$ cat src/accalu_pkg.sv
// accalu_pkg: operation codes, status codes and fixed field widths
// for the accumulator calculator; depends on nothing
`default_nettype none

package accalu_pkg;

  // field widths of the input and result words
  localparam int OP_W   = 3;
  localparam int OPND_W = 32;
  localparam int ST_W   = 3;

  // operation codes
  localparam logic [OP_W-1:0] OP_SET = 3'd0;
  localparam logic [OP_W-1:0] OP_END = 3'd1;
  localparam logic [OP_W-1:0] OP_ADD = 3'd2;
  localparam logic [OP_W-1:0] OP_SUB = 3'd3;
  localparam logic [OP_W-1:0] OP_MUL = 3'd4;
  localparam logic [OP_W-1:0] OP_DIV = 3'd5;

  // status codes
  localparam logic [ST_W-1:0] ST_OK      = 3'd0;
  localparam logic [ST_W-1:0] ST_DIVZERO = 3'd1;
  localparam logic [ST_W-1:0] ST_UNKNOWN = 3'd2;
  localparam logic [ST_W-1:0] ST_SAT     = 3'd3;
  localparam logic [ST_W-1:0] ST_HALTED  = 3'd4;

endpackage

`default_nettype wire

$ cat src/accalu_if.sv
// accalu_in_if and accalu_out_if: valid/ready channels for operation words
// and result words; depends on accalu_pkg
`default_nettype none

interface accalu_in_if import accalu_pkg::*; ();
  logic                     valid;
  logic                     ready;
  logic [OP_W-1:0]          operation;
  logic signed [OPND_W-1:0] operand;

  modport source (output valid, output operation, output operand, input ready);
  modport sink   (input valid, input operation, input operand, output ready);
endinterface

interface accalu_out_if import accalu_pkg::*; ();
  logic                     valid;
  logic                     ready;
  logic signed [OPND_W-1:0] acc_value;
  logic [ST_W-1:0]          status;
  logic                     ended;

  modport source (output valid, output acc_value, output status, output ended, input ready);
  modport sink   (input valid, input acc_value, input status, input ended, output ready);
endinterface

`default_nettype wire

$ cat src/accalu_addsub.sv
// accalu_addsub: the shared adder/subtractor of the calculator, with carry out
// depends on nothing
`default_nettype none

module accalu_addsub #(
  parameter int W = 33
) (
  input  logic [W-1:0] a,
  input  logic [W-1:0] b,
  input  logic         sub,
  output logic [W:0]   y
);

  // a + b, or a - b as a + ~b + 1; y[W] is the carry (no borrow on subtract)
  assign y = {1'b0, a} + {1'b0, (sub ? ~b : b)} + (W + 1)'(sub);

endmodule

`default_nettype wire

$ cat src/accumulator_alu_with_divide_check.sv
// accumulator_alu_with_divide_check: top level of the fixed-point accumulator
// calculator; depends on accalu_pkg, accalu_if and accalu_addsub
`default_nettype none

// Accumulator calculator on signed fixed point with FRAC_BITS fraction bits.
// Each input word carries an operation (set, end, add, subtract, multiply,
// divide) and a 32-bit signed operand; each one yields exactly one result word
// with the new accumulator (low 32 bits, sign extended when the accumulator is
// narrower), a status and an end mark. Results saturate to the DATA_WIDTH range.
// One word is worked on at a time and in_chan.ready is high only while idle.
// Set, end, add, subtract, unknown codes, divide by zero and any word after end
// go from accept straight to result hand-off. Multiply runs 32 shift-add
// steps over the operand bits on the one shared adder, between load and the
// sign fix before result hand-off. Divide makes one restoring quotient bit per
// cycle on the same adder, then the sign fix. The result register frees the
// sequencer as soon as the word is handed over; hand-off waits for it to be free.
module accumulator_alu_with_divide_check import accalu_pkg::*; #(
  parameter int FRAC_BITS  = 16,
  parameter int DATA_WIDTH = 32
) (
  input  logic        clk,
  input  logic        rst_n,
  accalu_in_if.sink   in_chan,
  accalu_out_if.source out_chan
);

  localparam int DW      = DATA_WIDTH;
  localparam int AW      = ((DW > OPND_W) ? DW : OPND_W) + 1;
  localparam int NW      = DW + FRAC_BITS;
  localparam int VW      = DW + OPND_W;
  localparam int CNT_TOP = (NW > OPND_W) ? NW : OPND_W;
  localparam int CW      = $clog2(CNT_TOP + 1);

  localparam logic [AW-1:0] MAX_A  = {{(AW - DW + 1){1'b0}}, {(DW - 1){1'b1}}};
  localparam logic [AW-1:0] MIN_A  = ~MAX_A;
  localparam logic [DW-1:0] MAX_D  = {1'b0, {(DW - 1){1'b1}}};
  localparam logic [DW-1:0] MIN_D  = {1'b1, {(DW - 1){1'b0}}};
  localparam logic [VW-1:0] LIM_V  = VW'(1) << (DW - 1);
  localparam logic [VW-1:0] LIMM_V = LIM_V - VW'(1);

  // sequencer states
  localparam logic [2:0] S_IDLE = 3'd0;
  localparam logic [2:0] S_MUL  = 3'd1;
  localparam logic [2:0] S_DIV  = 3'd2;
  localparam logic [2:0] S_FIX  = 3'd3;
  localparam logic [2:0] S_FIN  = 3'd4;

  logic [2:0]        state_r, state_nxt;
  logic [DW-1:0]     acc_r, acc_nxt;
  logic              halted_r, halted_nxt;
  logic [DW-1:0]     mcand_r, mcand_nxt;
  logic [DW-1:0]     mhi_r, mhi_nxt;
  logic [OPND_W-1:0] mlo_r, mlo_nxt;
  logic [NW-1:0]     nq_r, nq_nxt;
  logic [OPND_W-1:0] rem_r, rem_nxt;
  logic [OPND_W-1:0] dvs_r, dvs_nxt;
  logic [CW-1:0]     cnt_r, cnt_nxt;
  logic              neg_r, neg_nxt;
  logic              is_div_r, is_div_nxt;
  logic [ST_W-1:0]   res_status_r, res_status_nxt;
  logic              res_ended_r, res_ended_nxt;
  logic              out_valid_r, out_valid_nxt;
  logic [OPND_W-1:0] out_acc_r, out_acc_nxt;
  logic [ST_W-1:0]   out_status_r, out_status_nxt;
  logic              out_ended_r, out_ended_nxt;

  logic [AW-1:0]     alu_a, alu_b;
  logic              alu_sub;
  logic [AW:0]       alu_y;

  logic [AW-1:0]     acc_sx, opnd_sx, sum_s;
  logic [OPND_W-1:0] opnd_u, opnd_mag;
  logic [OP_W-1:0]   op;
  logic [OPND_W:0]   div_r2;
  logic [DW:0]       mul_s;
  logic [VW-1:0]     res_v;
  logic              fix_sat, out_free, in_fire;

  // operand views
  assign op       = in_chan.operation;
  assign opnd_u   = in_chan.operand;
  assign opnd_mag = opnd_u[OPND_W-1] ? (~opnd_u + OPND_W'(1)) : opnd_u;
  assign acc_sx   = {{(AW - DW){acc_r[DW-1]}}, acc_r};
  assign opnd_sx  = {{(AW - OPND_W){opnd_u[OPND_W-1]}}, opnd_u};
  assign in_fire  = in_chan.valid && in_chan.ready;
  assign out_free = !out_valid_r || out_chan.ready;

  // shared adder
  accalu_addsub #(.W(AW)) u_addsub (
    .a   (alu_a),
    .b   (alu_b),
    .sub (alu_sub),
    .y   (alu_y)
  );

  assign sum_s  = alu_y[AW-1:0];
  assign div_r2 = {rem_r, nq_r[NW-1]};
  assign mul_s  = alu_y[DW:0];

  // magnitude of the multiply or divide result before sign and saturation
  assign res_v   = is_div_r ? VW'(nq_r) : VW'({mhi_r, mlo_r} >> FRAC_BITS);
  assign fix_sat = neg_r ? (res_v > LIM_V) : (res_v > LIMM_V);

  // adder operand select per state
  always_comb begin
    alu_a   = '0;
    alu_b   = '0;
    alu_sub = 1'b0;
    case (state_r)
      S_IDLE: begin
        if (op == OP_ADD || op == OP_SUB) begin
          alu_a   = acc_sx;
          alu_b   = opnd_sx;
          alu_sub = (op == OP_SUB);
        end else begin
          // magnitude of the accumulator
          alu_b   = acc_sx;
          alu_sub = acc_r[DW-1];
        end
      end
      S_MUL: begin
        alu_a = AW'(mhi_r);
        alu_b = mlo_r[0] ? AW'(mcand_r) : '0;
      end
      S_DIV: begin
        alu_a   = AW'(div_r2);
        alu_b   = AW'(dvs_r);
        alu_sub = 1'b1;
      end
      S_FIX: begin
        alu_b   = AW'(res_v[DW-1:0]);
        alu_sub = neg_r;
      end
      default: begin
        alu_sub = 1'b0;
      end
    endcase
  end

  // sequencer
  always_comb begin
    state_nxt      = state_r;
    acc_nxt        = acc_r;
    halted_nxt     = halted_r;
    mcand_nxt      = mcand_r;
    mhi_nxt        = mhi_r;
    mlo_nxt        = mlo_r;
    nq_nxt         = nq_r;
    rem_nxt        = rem_r;
    dvs_nxt        = dvs_r;
    cnt_nxt        = cnt_r;
    neg_nxt        = neg_r;
    is_div_nxt     = is_div_r;
    res_status_nxt = res_status_r;
    res_ended_nxt  = res_ended_r;
    out_valid_nxt  = out_valid_r && !out_chan.ready;
    out_acc_nxt    = out_acc_r;
    out_status_nxt = out_status_r;
    out_ended_nxt  = out_ended_r;
    case (state_r)
      S_IDLE: begin
        if (in_fire) begin
          res_status_nxt = ST_OK;
          res_ended_nxt  = 1'b0;
          state_nxt      = S_FIN;
          if (halted_r) begin
            res_status_nxt = ST_HALTED;
          end else begin
            case (op)
              OP_SET: begin
                if ($signed(opnd_sx) > $signed(MAX_A)) begin
                  acc_nxt        = MAX_D;
                  res_status_nxt = ST_SAT;
                end else if ($signed(opnd_sx) < $signed(MIN_A)) begin
                  acc_nxt        = MIN_D;
                  res_status_nxt = ST_SAT;
                end else begin
                  acc_nxt = opnd_sx[DW-1:0];
                end
              end
              OP_END: begin
                halted_nxt    = 1'b1;
                res_ended_nxt = 1'b1;
              end
              OP_ADD, OP_SUB: begin
                if ($signed(sum_s) > $signed(MAX_A)) begin
                  acc_nxt        = MAX_D;
                  res_status_nxt = ST_SAT;
                end else if ($signed(sum_s) < $signed(MIN_A)) begin
                  acc_nxt        = MIN_D;
                  res_status_nxt = ST_SAT;
                end else begin
                  acc_nxt = sum_s[DW-1:0];
                end
              end
              OP_MUL: begin
                mcand_nxt  = sum_s[DW-1:0];
                mhi_nxt    = '0;
                mlo_nxt    = opnd_mag;
                neg_nxt    = acc_r[DW-1] ^ opnd_u[OPND_W-1];
                is_div_nxt = 1'b0;
                cnt_nxt    = CW'(OPND_W - 1);
                state_nxt  = S_MUL;
              end
              OP_DIV: begin
                if (opnd_u == '0) begin
                  res_status_nxt = ST_DIVZERO;
                end else begin
                  nq_nxt     = NW'(sum_s[DW-1:0]) << FRAC_BITS;
                  rem_nxt    = '0;
                  dvs_nxt    = opnd_mag;
                  neg_nxt    = acc_r[DW-1] ^ opnd_u[OPND_W-1];
                  is_div_nxt = 1'b1;
                  cnt_nxt    = CW'(NW - 1);
                  state_nxt  = S_DIV;
                end
              end
              default: begin
                res_status_nxt = ST_UNKNOWN;
              end
            endcase
          end
        end
      end
      // one shift-add step per operand bit
      S_MUL: begin
        mhi_nxt = mul_s[DW:1];
        mlo_nxt = {mul_s[0], mlo_r[OPND_W-1:1]};
        cnt_nxt = cnt_r - CW'(1);
        if (cnt_r == '0) begin
          state_nxt = S_FIX;
        end
      end
      // one restoring quotient bit per cycle
      S_DIV: begin
        rem_nxt = alu_y[AW] ? alu_y[OPND_W-1:0] : div_r2[OPND_W-1:0];
        nq_nxt  = {nq_r[NW-2:0], alu_y[AW]};
        cnt_nxt = cnt_r - CW'(1);
        if (cnt_r == '0) begin
          state_nxt = S_FIX;
        end
      end
      // apply sign and saturate
      S_FIX: begin
        if (fix_sat) begin
          acc_nxt        = neg_r ? MIN_D : MAX_D;
          res_status_nxt = ST_SAT;
        end else begin
          acc_nxt        = sum_s[DW-1:0];
          res_status_nxt = ST_OK;
        end
        res_ended_nxt = 1'b0;
        state_nxt     = S_FIN;
      end
      // hand the word to the result register
      S_FIN: begin
        if (out_free) begin
          out_valid_nxt  = 1'b1;
          out_acc_nxt    = acc_sx[OPND_W-1:0];
          out_status_nxt = res_status_r;
          out_ended_nxt  = res_ended_r;
          state_nxt      = S_IDLE;
        end
      end
      default: begin
        state_nxt = S_IDLE;
      end
    endcase
  end

  // control registers
  always_ff @(posedge clk) begin
    if (!rst_n) begin
      state_r     <= S_IDLE;
      acc_r       <= '0;
      halted_r    <= 1'b0;
      out_valid_r <= 1'b0;
    end else begin
      state_r     <= state_nxt;
      acc_r       <= acc_nxt;
      halted_r    <= halted_nxt;
      out_valid_r <= out_valid_nxt;
    end
  end

  // datapath registers
  always_ff @(posedge clk) begin
    mcand_r      <= mcand_nxt;
    mhi_r        <= mhi_nxt;
    mlo_r        <= mlo_nxt;
    nq_r         <= nq_nxt;
    rem_r        <= rem_nxt;
    dvs_r        <= dvs_nxt;
    cnt_r        <= cnt_nxt;
    neg_r        <= neg_nxt;
    is_div_r     <= is_div_nxt;
    res_status_r <= res_status_nxt;
    res_ended_r  <= res_ended_nxt;
    out_acc_r    <= out_acc_nxt;
    out_status_r <= out_status_nxt;
    out_ended_r  <= out_ended_nxt;
  end

  // channel ports
  assign in_chan.ready      = (state_r == S_IDLE);
  assign out_chan.valid     = out_valid_r;
  assign out_chan.acc_value = out_acc_r;
  assign out_chan.status    = out_status_r;
  assign out_chan.ended     = out_ended_r;

  // once halted, only reset brings the block back
  a_halt_sticky: assert property (@(posedge clk) disable iff (!rst_n)
    halted_r |=> halted_r)
    else $error("halted flag dropped without reset");

  // a halted status is only reported after end
  a_halt_status: assert property (@(posedge clk) disable iff (!rst_n)
    (out_chan.valid && out_chan.status == ST_HALTED) |-> halted_r)
    else $error("halted status while running");

  // the end word reports ok and leaves the block halted
  a_end_word: assert property (@(posedge clk) disable iff (!rst_n)
    (out_chan.valid && out_chan.ended) |-> (out_chan.status == ST_OK && halted_r))
    else $error("end word with bad status or block not halted");

  // the accumulator holds while the shared unit iterates
  a_acc_hold: assert property (@(posedge clk) disable iff (!rst_n)
    (state_r == S_MUL || state_r == S_DIV) |=> $stable(acc_r))
    else $error("accumulator changed during multiply or divide");

endmodule

`default_nettype wire
$ cat src/flat_wrapper.sv
// flat-port wrapper written by rule: the top's interface ports become plain ports
module accumulator_alu_with_divide_check_flat import accalu_pkg::*;
#(
  parameter int FRAC_BITS  = 16,
  parameter int DATA_WIDTH = 32
)
  (clk, rst_n, in_chan_valid, in_chan_operation, in_chan_operand, in_chan_ready, out_chan_valid, out_chan_acc_value, out_chan_status, out_chan_ended, out_chan_ready);
  accalu_in_if in_chan_i ();
  accalu_out_if out_chan_i ();
  input  logic clk;
  input  logic rst_n;
  input wire logic [$bits(in_chan_i.valid)-1:0] in_chan_valid;
  input wire logic [$bits(in_chan_i.operation)-1:0] in_chan_operation;
  input wire logic [$bits(in_chan_i.operand)-1:0] in_chan_operand;
  output wire logic [$bits(in_chan_i.ready)-1:0] in_chan_ready;
  output wire logic [$bits(out_chan_i.valid)-1:0] out_chan_valid;
  output wire logic [$bits(out_chan_i.acc_value)-1:0] out_chan_acc_value;
  output wire logic [$bits(out_chan_i.status)-1:0] out_chan_status;
  output wire logic [$bits(out_chan_i.ended)-1:0] out_chan_ended;
  input wire logic [$bits(out_chan_i.ready)-1:0] out_chan_ready;
  assign in_chan_i.valid = in_chan_valid;
  assign in_chan_i.operation = in_chan_operation;
  assign in_chan_i.operand = in_chan_operand;
  assign in_chan_ready = in_chan_i.ready;
  assign out_chan_valid = out_chan_i.valid;
  assign out_chan_acc_value = out_chan_i.acc_value;
  assign out_chan_status = out_chan_i.status;
  assign out_chan_ended = out_chan_i.ended;
  assign out_chan_i.ready = out_chan_ready;
  accumulator_alu_with_divide_check #(.FRAC_BITS(FRAC_BITS), .DATA_WIDTH(DATA_WIDTH)) u_core (.clk(clk), .rst_n(rst_n), .in_chan(in_chan_i), .out_chan(out_chan_i));
endmodule
$ cat config.mk
export PLATFORM = sky130hd
export DESIGN_NAME = accumulator_alu_with_divide_check_flat
export DESIGN_NICKNAME = d
export VERILOG_FILES = /design/src/accalu_pkg.sv /design/src/accalu_if.sv /design/src/accalu_addsub.sv /design/src/accumulator_alu_with_divide_check.sv /design/src/flat_wrapper.sv
export SDC_FILE = /design/constraint.sdc
export NUM_CORES = 1
export LEC_CHECK = 0
export BUFFER_PORTS_ARGS = -buffer_cell sky130_fd_sc_hd__buf_2
export CAP_MARGIN = 20
export CORE_MARGIN = 3
export CORE_UTILIZATION = 25
export CTS_BUF_LIST = sky130_fd_sc_hd__clkbuf_8 sky130_fd_sc_hd__clkbuf_16
export DETAILED_ROUTE_END_ITERATION = 8
export GPL_TIMING_DRIVEN = 0
export MAX_ROUTING_LAYER = met4
export PLACE_DENSITY_LB_ADDON = 0.15
export RECOVER_POWER = 25
export SKIP_CTS_REPAIR_TIMING = 1
export SLEW_MARGIN = 20
export SYNTH_ARGS = -nofsm -noshare
export SYNTH_HDL_FRONTEND = slang
export SYNTH_HIERARCHICAL = 1
export SYNTH_SLANG_ARGS = --single-unit
$ cat constraint.sdc
create_clock -name clk -period 16.2 [get_ports clk]
set_input_delay 0.81 -clock clk [delete_from_list [all_inputs] [get_ports clk]]
set_output_delay 0.81 -clock clk [all_outputs]
set_load 0.005 [all_outputs]
# Yosys cells after proc, flatten, opt, wreduce, memory -nomap -nowiden
# Index checks and enable logic that the tools add are counted.
dict set report totals {
  output_inout_bits 38
  word_cells 155
  register_bits 293
  input_bits 39
}
dict set report classes {
  n_reduce_logical 29
  n_addsub 4
  muxes 73
  bitwise_logic 5
  n_lt_le_gt_ge 6
  eq_ne 20
}
# op count
set op_table {}
lappend op_table {{$mux 32} 21}
lappend op_table {{$pmux 32 s2} 5}
lappend op_table {{$mux 48} 5}
lappend op_table {{$pmux 33 s4} 1}
lappend op_table {{$mux 33} 3}
lappend op_table {{$pmux 33 s3} 1}
lappend op_table {{$pmux 48 s2} 1}
lappend op_table {{$gt 64x31->1 const B} 1}
lappend op_table {{$gt 64x32->1 const B} 1}
lappend op_table {{$add 33x33->34} 1}
lappend op_table {{$add 34x1->34} 1}
lappend op_table {{$gt 33x32->1 const B} 1}
lappend op_table {{$lt 33x32->1 const B} 1}
lappend op_table {{$not 33->33} 1}
lappend op_table {{$add 32x1->32 const B} 1}
lappend op_table {{$gt 32x32->1 const B} 1}
lappend op_table {{$logic_not 32->1} 1}
lappend op_table {{$lt 32x32->1 const B} 1}
lappend op_table {{$not 32->32} 1}
lappend op_table {{$mux 3} 9}
lappend op_table {{$pmux 3 s4} 2}
lappend op_table {{$pmux 6 s2} 2}
lappend op_table {{$reduce_and 5->1} 4}
lappend op_table {{$mux 6} 3}
lappend op_table {{other kinds (24)} 68}

# Logic depth before layout (Yosys ltp)
# Gate-level depths: netlist of the first run.
dict set report logic_depth {
  ltp_word 15
  depth_mapped 25
  mapped_depth_nobuf 18
}

# By module
# The synthesis of the first run kept the hierarchy.
# mod instances cells_each seq_area_each_um2 area_per_inst_um2
set by_module_without_submodules {}
lappend by_module_without_submodules {accumulator_alu_with_divide_check 1 1362 8428.1 14944.3}
lappend by_module_without_submodules {accalu_addsub 1 297 0.0 2144.6}

# Worst setup path after synthesis of the first run
# OpenSTA, ideal clock, no wires.
dict set report synth_path {
  kind {input port to flip-flop}
  from {in in_chan_valid}
  to {reg u_core.nq_r[0] (enable)}
  path_stages 4
  path_slack_ps 9838
  setup_ps 443
  arrival_time_ps 5919
  required_ps 15757
  n_path_buf 0
  cell_sequence {or4b_2 > or2_2 > nor3_1 > or2_1}
}
dict set report synth_between {
  elab_chain_cells 3
}
# item line
set synth_lines {}
lappend synth_lines {{from (decl)} flat_wrapper.sv:12} ;# input wire logic [$bits(in_chan_i.valid)-1:0] in_chan_valid;
lappend synth_lines {{$logic_and 1x1->1} accumulator_alu_with_divide_check.sv:85} ;# assign in_fire = in_chan.valid && in_chan.ready;
lappend synth_lines {{$ne 2x2->1 (no line)} n/a}
lappend synth_lines {{$reduce_and 5->1 (no line)} n/a}
lappend synth_lines {{to (signal assigned)} accumulator_alu_with_divide_check.sv:291} ;# nq_r <= nq_nxt;
lappend synth_lines {{to (decl)} accumulator_alu_with_divide_check.sv:54} ;# logic [NW-1:0] nq_r, nq_nxt;
# No other way between the ends.
# A chain may end at the register's enable or synchronous reset.

# Worst setup path in the final report of the first run
dict set report layout_path {
  from {in in_chan_operation[2]}
  to {reg u_core.acc_r[28]}
}
dict set report layout_between {
  elab_cells_between_ends 26
  cone_classes {add/sub: 2; order compare: 2; eq/ne: 3; mux: 14; bitwise: 1; reduce/logical: 4}
}
# item line
set layout_lines {}
lappend layout_lines {{from (decl)} flat_wrapper.sv:13} ;# input wire logic [$bits(in_chan_i.operation)-1:0] in_chan_operation;
lappend layout_lines {{$eq 3x2->1, on equally long branches} {accumulator_alu_with_divide_check.sv:111, accumulator_alu_with_divide_check.sv:114}}
lappend layout_lines {{$logic_or 1x1->1} accumulator_alu_with_divide_check.sv:111} ;# if (op == OP_ADD || op == OP_SUB) begin
lappend layout_lines {{$mux 1 *} accumulator_alu_with_divide_check.sv:111}
lappend layout_lines {{$pmux 1 s3 *} accumulator_alu_with_divide_check.sv:109} ;# case (state_r)
lappend layout_lines {{via u_core.alu_sub} accumulator_alu_with_divide_check.sv:68} ;# logic alu_sub;
lappend layout_lines {{$mux 33} accalu_addsub.sv:15} ;# assign y = {1'b0, a} + {1'b0, (sub ? ~b : b)} + (W + 1)'(sub);
lappend layout_lines {{$add 33x33->34} accalu_addsub.sv:15}
lappend layout_lines {{$add 34x1->34 *} accalu_addsub.sv:15}
lappend layout_lines {{via u_core.alu_y[31]} accumulator_alu_with_divide_check.sv:69} ;# logic [AW:0] alu_y;
lappend layout_lines {{$lt 33x32->1} accumulator_alu_with_divide_check.sv:189} ;# end else if ($signed(sum_s) < $signed(MIN_A)) begin
lappend layout_lines {{$mux 32} accumulator_alu_with_divide_check.sv:189}
lappend layout_lines {{$mux 32 *} accumulator_alu_with_divide_check.sv:186} ;# if ($signed(sum_s) > $signed(MAX_A)) begin
lappend layout_lines {{$pmux 32 s2 *} accumulator_alu_with_divide_check.sv:169} ;# case (op)
lappend layout_lines {{$mux 32 *} accumulator_alu_with_divide_check.sv:166} ;# if (halted_r) begin
lappend layout_lines {{$mux 32 *} accumulator_alu_with_divide_check.sv:162} ;# if (in_fire) begin
lappend layout_lines {{$pmux 32 s2 *} accumulator_alu_with_divide_check.sv:160} ;# case (state_r)
lappend layout_lines {{to (signal assigned)} accumulator_alu_with_divide_check.sv:280} ;# acc_r <= acc_nxt;
lappend layout_lines {{to (decl)} accumulator_alu_with_divide_check.sv:49} ;# logic [DW-1:0] acc_r, acc_nxt;
# The timed path passes the listed nets; every way through them passes the cells marked *. The select of a mux whose other input is x is not followed.

==> results of run 1 <==
[cell type report]
cell class	count	area, sq um	share of cell area
clock inverter	23	175	0.00875
multi-input combinational	1196	8020	0.401
inverter	44	165	0.00825
sequential	293	8430	0.421
buffer	126	500	0.0250
tap	873	1090	0.0545
timing repair buffer	92	505	0.0252
clock buffer	49	1140	0.0567
[metal layers]
| metal | share of wire | vias to the layer above | GRT usage |
|---|---|---|---|
| li1 | - | 6596 | - |
| met1 | 0.45 | 7642 | 0.310 |
| met2 | 0.45 | 732 | 0.344 |
| met3 | 0.074 | 132 | 0.0304 |
| met4 | 0.034 | 0 | 0.0738 |
| met5 | 0 | - | - |
[cells in the mapped netlist, types with 20 or more instances]
cell | number | area (sq um)
nand2_1 | 250 | 938
mux2i_1 | 43 | 430
o21ai_0 | 70 | 350
a222oi_1 | 43 | 430
o211ai_1 | 34 | 255
a32oi_1 | 32 | 280
dfxtp_1 | 37 | 741
and3_1 | 25 | 156
mux2_2 | 52 | 586
and2_1 | 38 | 238
edfxtp_1 | 256 | 7690
xnor2_1 | 42 | 368
inv_1 | 43 | 161
a221oi_1 | 25 | 219
clkbuf_1 | 104 | 390
a2111oi_0 | 32 | 280
xor2_1 | 54 | 473
ha_1 | 34 | 425
a21oi_1 | 115 | 576
nor3_1 | 20 | 100
nor2_1 | 91 | 342
[worst max-delay path by stage]
stage                          from               end  slack (ns)
2_1_floorplan         in_chan_valid    u_core/nq_r[0]        9.84
3_3_place_gp   in_chan_operation[1]   u_core/mhi_r[3]        5.87
3_5_place_dp   in_chan_operation[1]   u_core/acc_r[4]        6.71
4_1_cts             u_core/is_div_r   u_core/acc_r[4]        7.15
5_1_grt        in_chan_operation[2]  u_core/acc_r[28]        6.92
6_report       in_chan_operation[2]  u_core/acc_r[28]        7.12
[report_power, final]
part	internal [mW]	switching (mW)	leakage, nW	total (mW)
registers	0.888	0.0366	2.67	0.924
logic	0.155	0.397	3.75	0.552
clock network	0.529	0.362	0.683	0.890
total	1.57	0.795	7.10	2.37
[cell usage in the layout, fill, tap and decap left out, types with 32 or more instances in the layout]
master,netlist,routed
o21ai_0,70,70
clkbuf_1,104,141
mux2i_1,43,43
mux2_2,52,52
nor2_1,91,90
a32oi_1,32,32
a21oi_1,115,115
edfxtp_1,256,256
inv_1,43,51
buf_2,4,45
ha_1,34,34
and2_1,38,37
xnor2_1,42,41
xor2_1,54,54
a222oi_1,43,43
nand2_1,250,250
o211ai_1,34,34
clkbuf_16,0,41
dfxtp_1,37,37
a2111oi_0,32,32
[stage by stage]
stage / hold WS (ns) / instances / instance area [sq um] / total power [mW] / utilization
final: 0.416 / 2696 / 20000 / 2.37 / 0.297
after global routing: 0.425 / 2696 / 20000 / 2.46 / 0.297
after CTS: 0.418 / 2696 / 20100 / 2.38 / 0.298
after detailed placement: 0.405 / 2624 / 18800 / 1.48 / 0.279
after global placement: 0.401 / 2603 / 18500 / 1.48 / 0.275
after floorplan: 0.400 / 1659 / 17100 / 1.25 / -
[sequential cells by signal (all words and copies together), names as in the netlist]
register and cells:
u_core/nq_r 48, u_core/acc_r 32, u_core/dvs_r 32, u_core/mcand_r 32, u_core/mhi_r 32, u_core/mlo_r 32
u_core/out_chan.acc_value 32, u_core/rem_r 32, u_core/cnt_r 6, u_core/out_chan.status 3, u_core/res_status_r 3, u_core/state_r 3
u_core/halted_r 1, u_core/is_div_r 1, u_core/neg_r 1, u_core/out_chan.ended 1, u_core/out_chan.valid 1, u_core/res_ended_r 1
[cell families after synthesis]
kind of cell,count (synthesis),synth area share
DFF,293,0.493
xor gates and xnor gates,96,0.0492
buffers and inverters,170,0.0390
AOI/OAI and AO/OA,441,0.186
muxes,98,0.0621
adders and majority gates,35,0.0261
and+or+nand+nor,526,0.144
==> impl_metrics.ini, run 1 <==
[sta]
tns_ns = 0
finClkSkew_ns = 0.0275
worst_slew_margin_rel = 0.175
fin_crit_ns = 9.08
tightest_slew_ns = 1.24
setup_ws_ns = 7.12
finalHoldViolations = 0
grt_setup_unrepaired = false
finalMaxSlewViolations = 0
setup_viol_count_final = 0
fin_crit_sh = 0.561
fmax_ghz = 0.110

[setup_path]
crit_top_cell = clkbuf_1
critPathTopFamily = buffers and inverters
path_max_fanout = 10
r2r-end = u_core/acc_r[28]
reg2regPathDepth = 21
rrSetupSlack_ns = 7.14
required_ns = 16.69
startpoint_type = input pin
worstPathArrival_ns = 9.57
crit_cells = 25
end_kind = flip-flop
slowest_stage = clkbuf_1
crit_type = input pin to flip-flop
critPathMaxStageDelay_ns = 0.91
r2r_start = u_core/state_r[0]
crit_buf_inv = 7

[yosys]
yosys_warnings = 6
synthFlopType = edfxtp_1
syn_nets = 1733
seq_area_frac_synth = 0.493
syn_inst = 1659
ys_ff_latch = 293
ys_types = 77
syn_area_sq_um = 17100
synth_edf_count = 256
async_flop_share = 0
postSynthAreaPerCell_sq_um = 10.3

[flow_run]
cap_violations = 0

[clocking]
cts_tree = done
cts_sinks = 293
clkSlewWorstSetupHoldPaths_ns = 0.06
clockBufferDepth = 3
h-tree-depth = 2
root_buffer = clkbuf_16
clkLatencyLatePin_ns = 0.58
cts_made_buffers = 39

[floorplan]
num_rows = 95
io_pins = 77
die_x_microns = 267
dieArea_sq_um = 71500
core_area_sq_um = 67400
initial_core_util = 0.254
chipHeight_microns = 267

[power]
power_density_nw_per_um2 = 118
peakVddDrop_mv = 0.0583
leakagePower_nw = 7.10

[routing]
drt_first_pass_iters = 8
drc_errors = 0
first_iter_violations = 2097
viasPerCell = 5.60
wl_per_cell_microns = 29.5
wirelength_mm = 79.7
ant_nets = 0
vias = 15102

[final_layout]
syn2layout_area_growth_pct = 17.2
drive_gt1_frac = 0.114
diodes = 0
n_fill_cell = 6988
nNetsFinal = 1866

[global_routing]
grt_pass1_vias = 14468
grt_pass1_wl_mm = 111
antenna_found_initial = 2
grt_overflow = 0
grt_max_degree = 48
globalRouteTotalUtil = 0.226

[placement]
place_congestion = 0.956
hpwl_mm = 61.2
io_buffers = 71
dp_slack_ns = 6.71

[min_path]
holdCritStartpoint = u_core/res_ended_r
hp-class = flip-flop to flip-flop
min_to = u_core/out_chan.ended
holdPathStages = 0

[outcome]
status = finished clean
Note: power is estimated with default switching activity, not from simulation.
==> run 2: changes to the inputs <==
==> constraint.sdc (replaced) <==
create_clock -name clk -period 8 [get_ports clk]
set_input_delay 0.4 -clock clk [delete_from_list [all_inputs] [get_ports clk]]
set_output_delay 0.4 -clock clk [all_outputs]
set_load 0.005 [all_outputs]
==> impl_metrics.ini, run 2 (synthesized netlist as in run 1, its figures left out) <==
[placement]
place_congestion = 0.956
dp_slack_ns = -1.08
placed_area_sq_um = 18800
hpwl_mm = 61.2
dp_cells = 2624
io_buffers = 71

[clocking]
cts_sinks = 293
clockBufferDepth = 3
h-tree-depth = 2
clkLatencyLatePin_ns = 0.58
cts_tree = done
root_buffer = clkbuf_16
cts_made_buffers = 39
clkSlewWorstSetupHoldPaths_ns = 0.06

[sta]
worst_slew_margin_rel = 0.239
setup_ws_ns = 0.203
finalHoldViolations = 0
setup_viol_count_final = 0
tns_ns = 0
fmax_ghz = 0.128
fin_crit_ns = 7.80
finClkSkew_ns = 0.0278
fin_crit_sh = 0.975
finalMaxSlewViolations = 0
timing.hold.ws_ns = 0.110
tightest_slew_ns = 1.14

[routing]
ant_nets = 0
viasPerCell = 5.62
first_iter_violations = 2008
drc_errors = 0
wirelength_mm = 79.8
drt_first_pass_iters = 8
vias = 15171
wl_per_cell_microns = 29.6

[final_layout]
drive_gt1_frac = 0.124
nNetsFinal = 1868
stdcell_count = 2699
syn2layout_area_growth_pct = 17.6
largest_reg_flops = 48
final_cell_area_sq_um = 20100
final_cell_mix = edfxtp_1 (256), nand2_1 (250), clkbuf_1 (127)
largest_register = u_core/nq_r
final_common_cell = edfxtp_1
postLayoutCoreUtil = 0.298

[min_path]
hp-class = input pin to flip-flop

[global_routing]
globalRouteTotalUtil = 0.226
grt_pass1_wl_mm = 111
antenna_found_initial = 2
grt_max_degree = 48
grt_pass1_vias = 14468
grt_overflow = 0

[setup_path]
startpoint_type = flip-flop
worstPathArrival_ns = 8.30
crit_type = flip-flop to flip-flop
path_max_fanout = 10
end_kind = flip-flop
required_ns = 8.50

[floorplan]
die_x_microns = 267
core_area_sq_um = 67400
chipHeight_microns = 267
io_pins = 77
initial_core_util = 0.254
num_rows = 95
dieArea_sq_um = 71500

[power]
leakagePower_nw = 7.17
peakVddDrop_mv = 0.119
power_mw = 4.80
power_density_nw_per_um2 = 239

[flow_run]
cap_violations = 0

[outcome]
status = finished clean
-- run 2: changes by cell type in the layout (fill, tap and decap cells not counted), sizes merged --
cell    before  now
diode        0    1
clkbuf     191  187
buf         76   82
-- run 2: path summary, 6_finish.rpt --
path / slack [ns] / depth (start not counted) / start / end
max: 0.20 / 20 / u_core/is_div_r / u_core/acc_r[5]
min: 0.11 / 2 / rst_n / u_core/halted_r
max reg2reg: 0.20 / 20 / u_core/is_div_r / u_core/acc_r[5]
min reg2reg: 0.42 / 0 / u_core/res_ended_r / u_core/out_chan.ended
-- run 2: final cells by class --
type	instances	area [sq um]
inverters	44	165
diodes	1	2.50
clock buffers	49	1140
flip-flops and latches	293	8430
well taps	873	1090
multi-input cells	1196	8030
clock inverters	23	175
repair buffers	95	553
plain buffers	125	510
fillers	6989	47300
-- run 2: critical path, stage by stage (launching register included) --
cell	delay, ns
edfxtp_1	0.37
buf_12	0.17
buf_1	0.51
clkbuf_2	0.45
mux2_2	0.41
a222oi_1	0.57
o21ai_0	0.26
xor2_1	0.20
ha_1	0.43
and3_1	0.27
o211ai_1	0.16
o21ai_0	0.47
a41o_1	0.47
a21oi_1	0.18
xnor2_2	0.57
nor2b_1	0.56
clkbuf_1	0.50
o211ai_1	0.14
a2111oi_1	0.71
a32oi_1	0.18
o21ai_0	0.11
-- run 2: layer usage --
metal	wire (microns)	vias to the layer above	GRT usage
li1	-	6613	-
met1	35600	7702	0.310
met2	35500	723	0.344
met3	5850	133	0.0304
met4	2830	0	0.0738
met5	0	-	-
-- run 2: report_power, final --
part	switching (mW)	leakage, nW	internal [mW]
registers	0.0739	2.67	1.80
logic	0.806	3.82	0.318
clock network	0.734	0.683	1.07
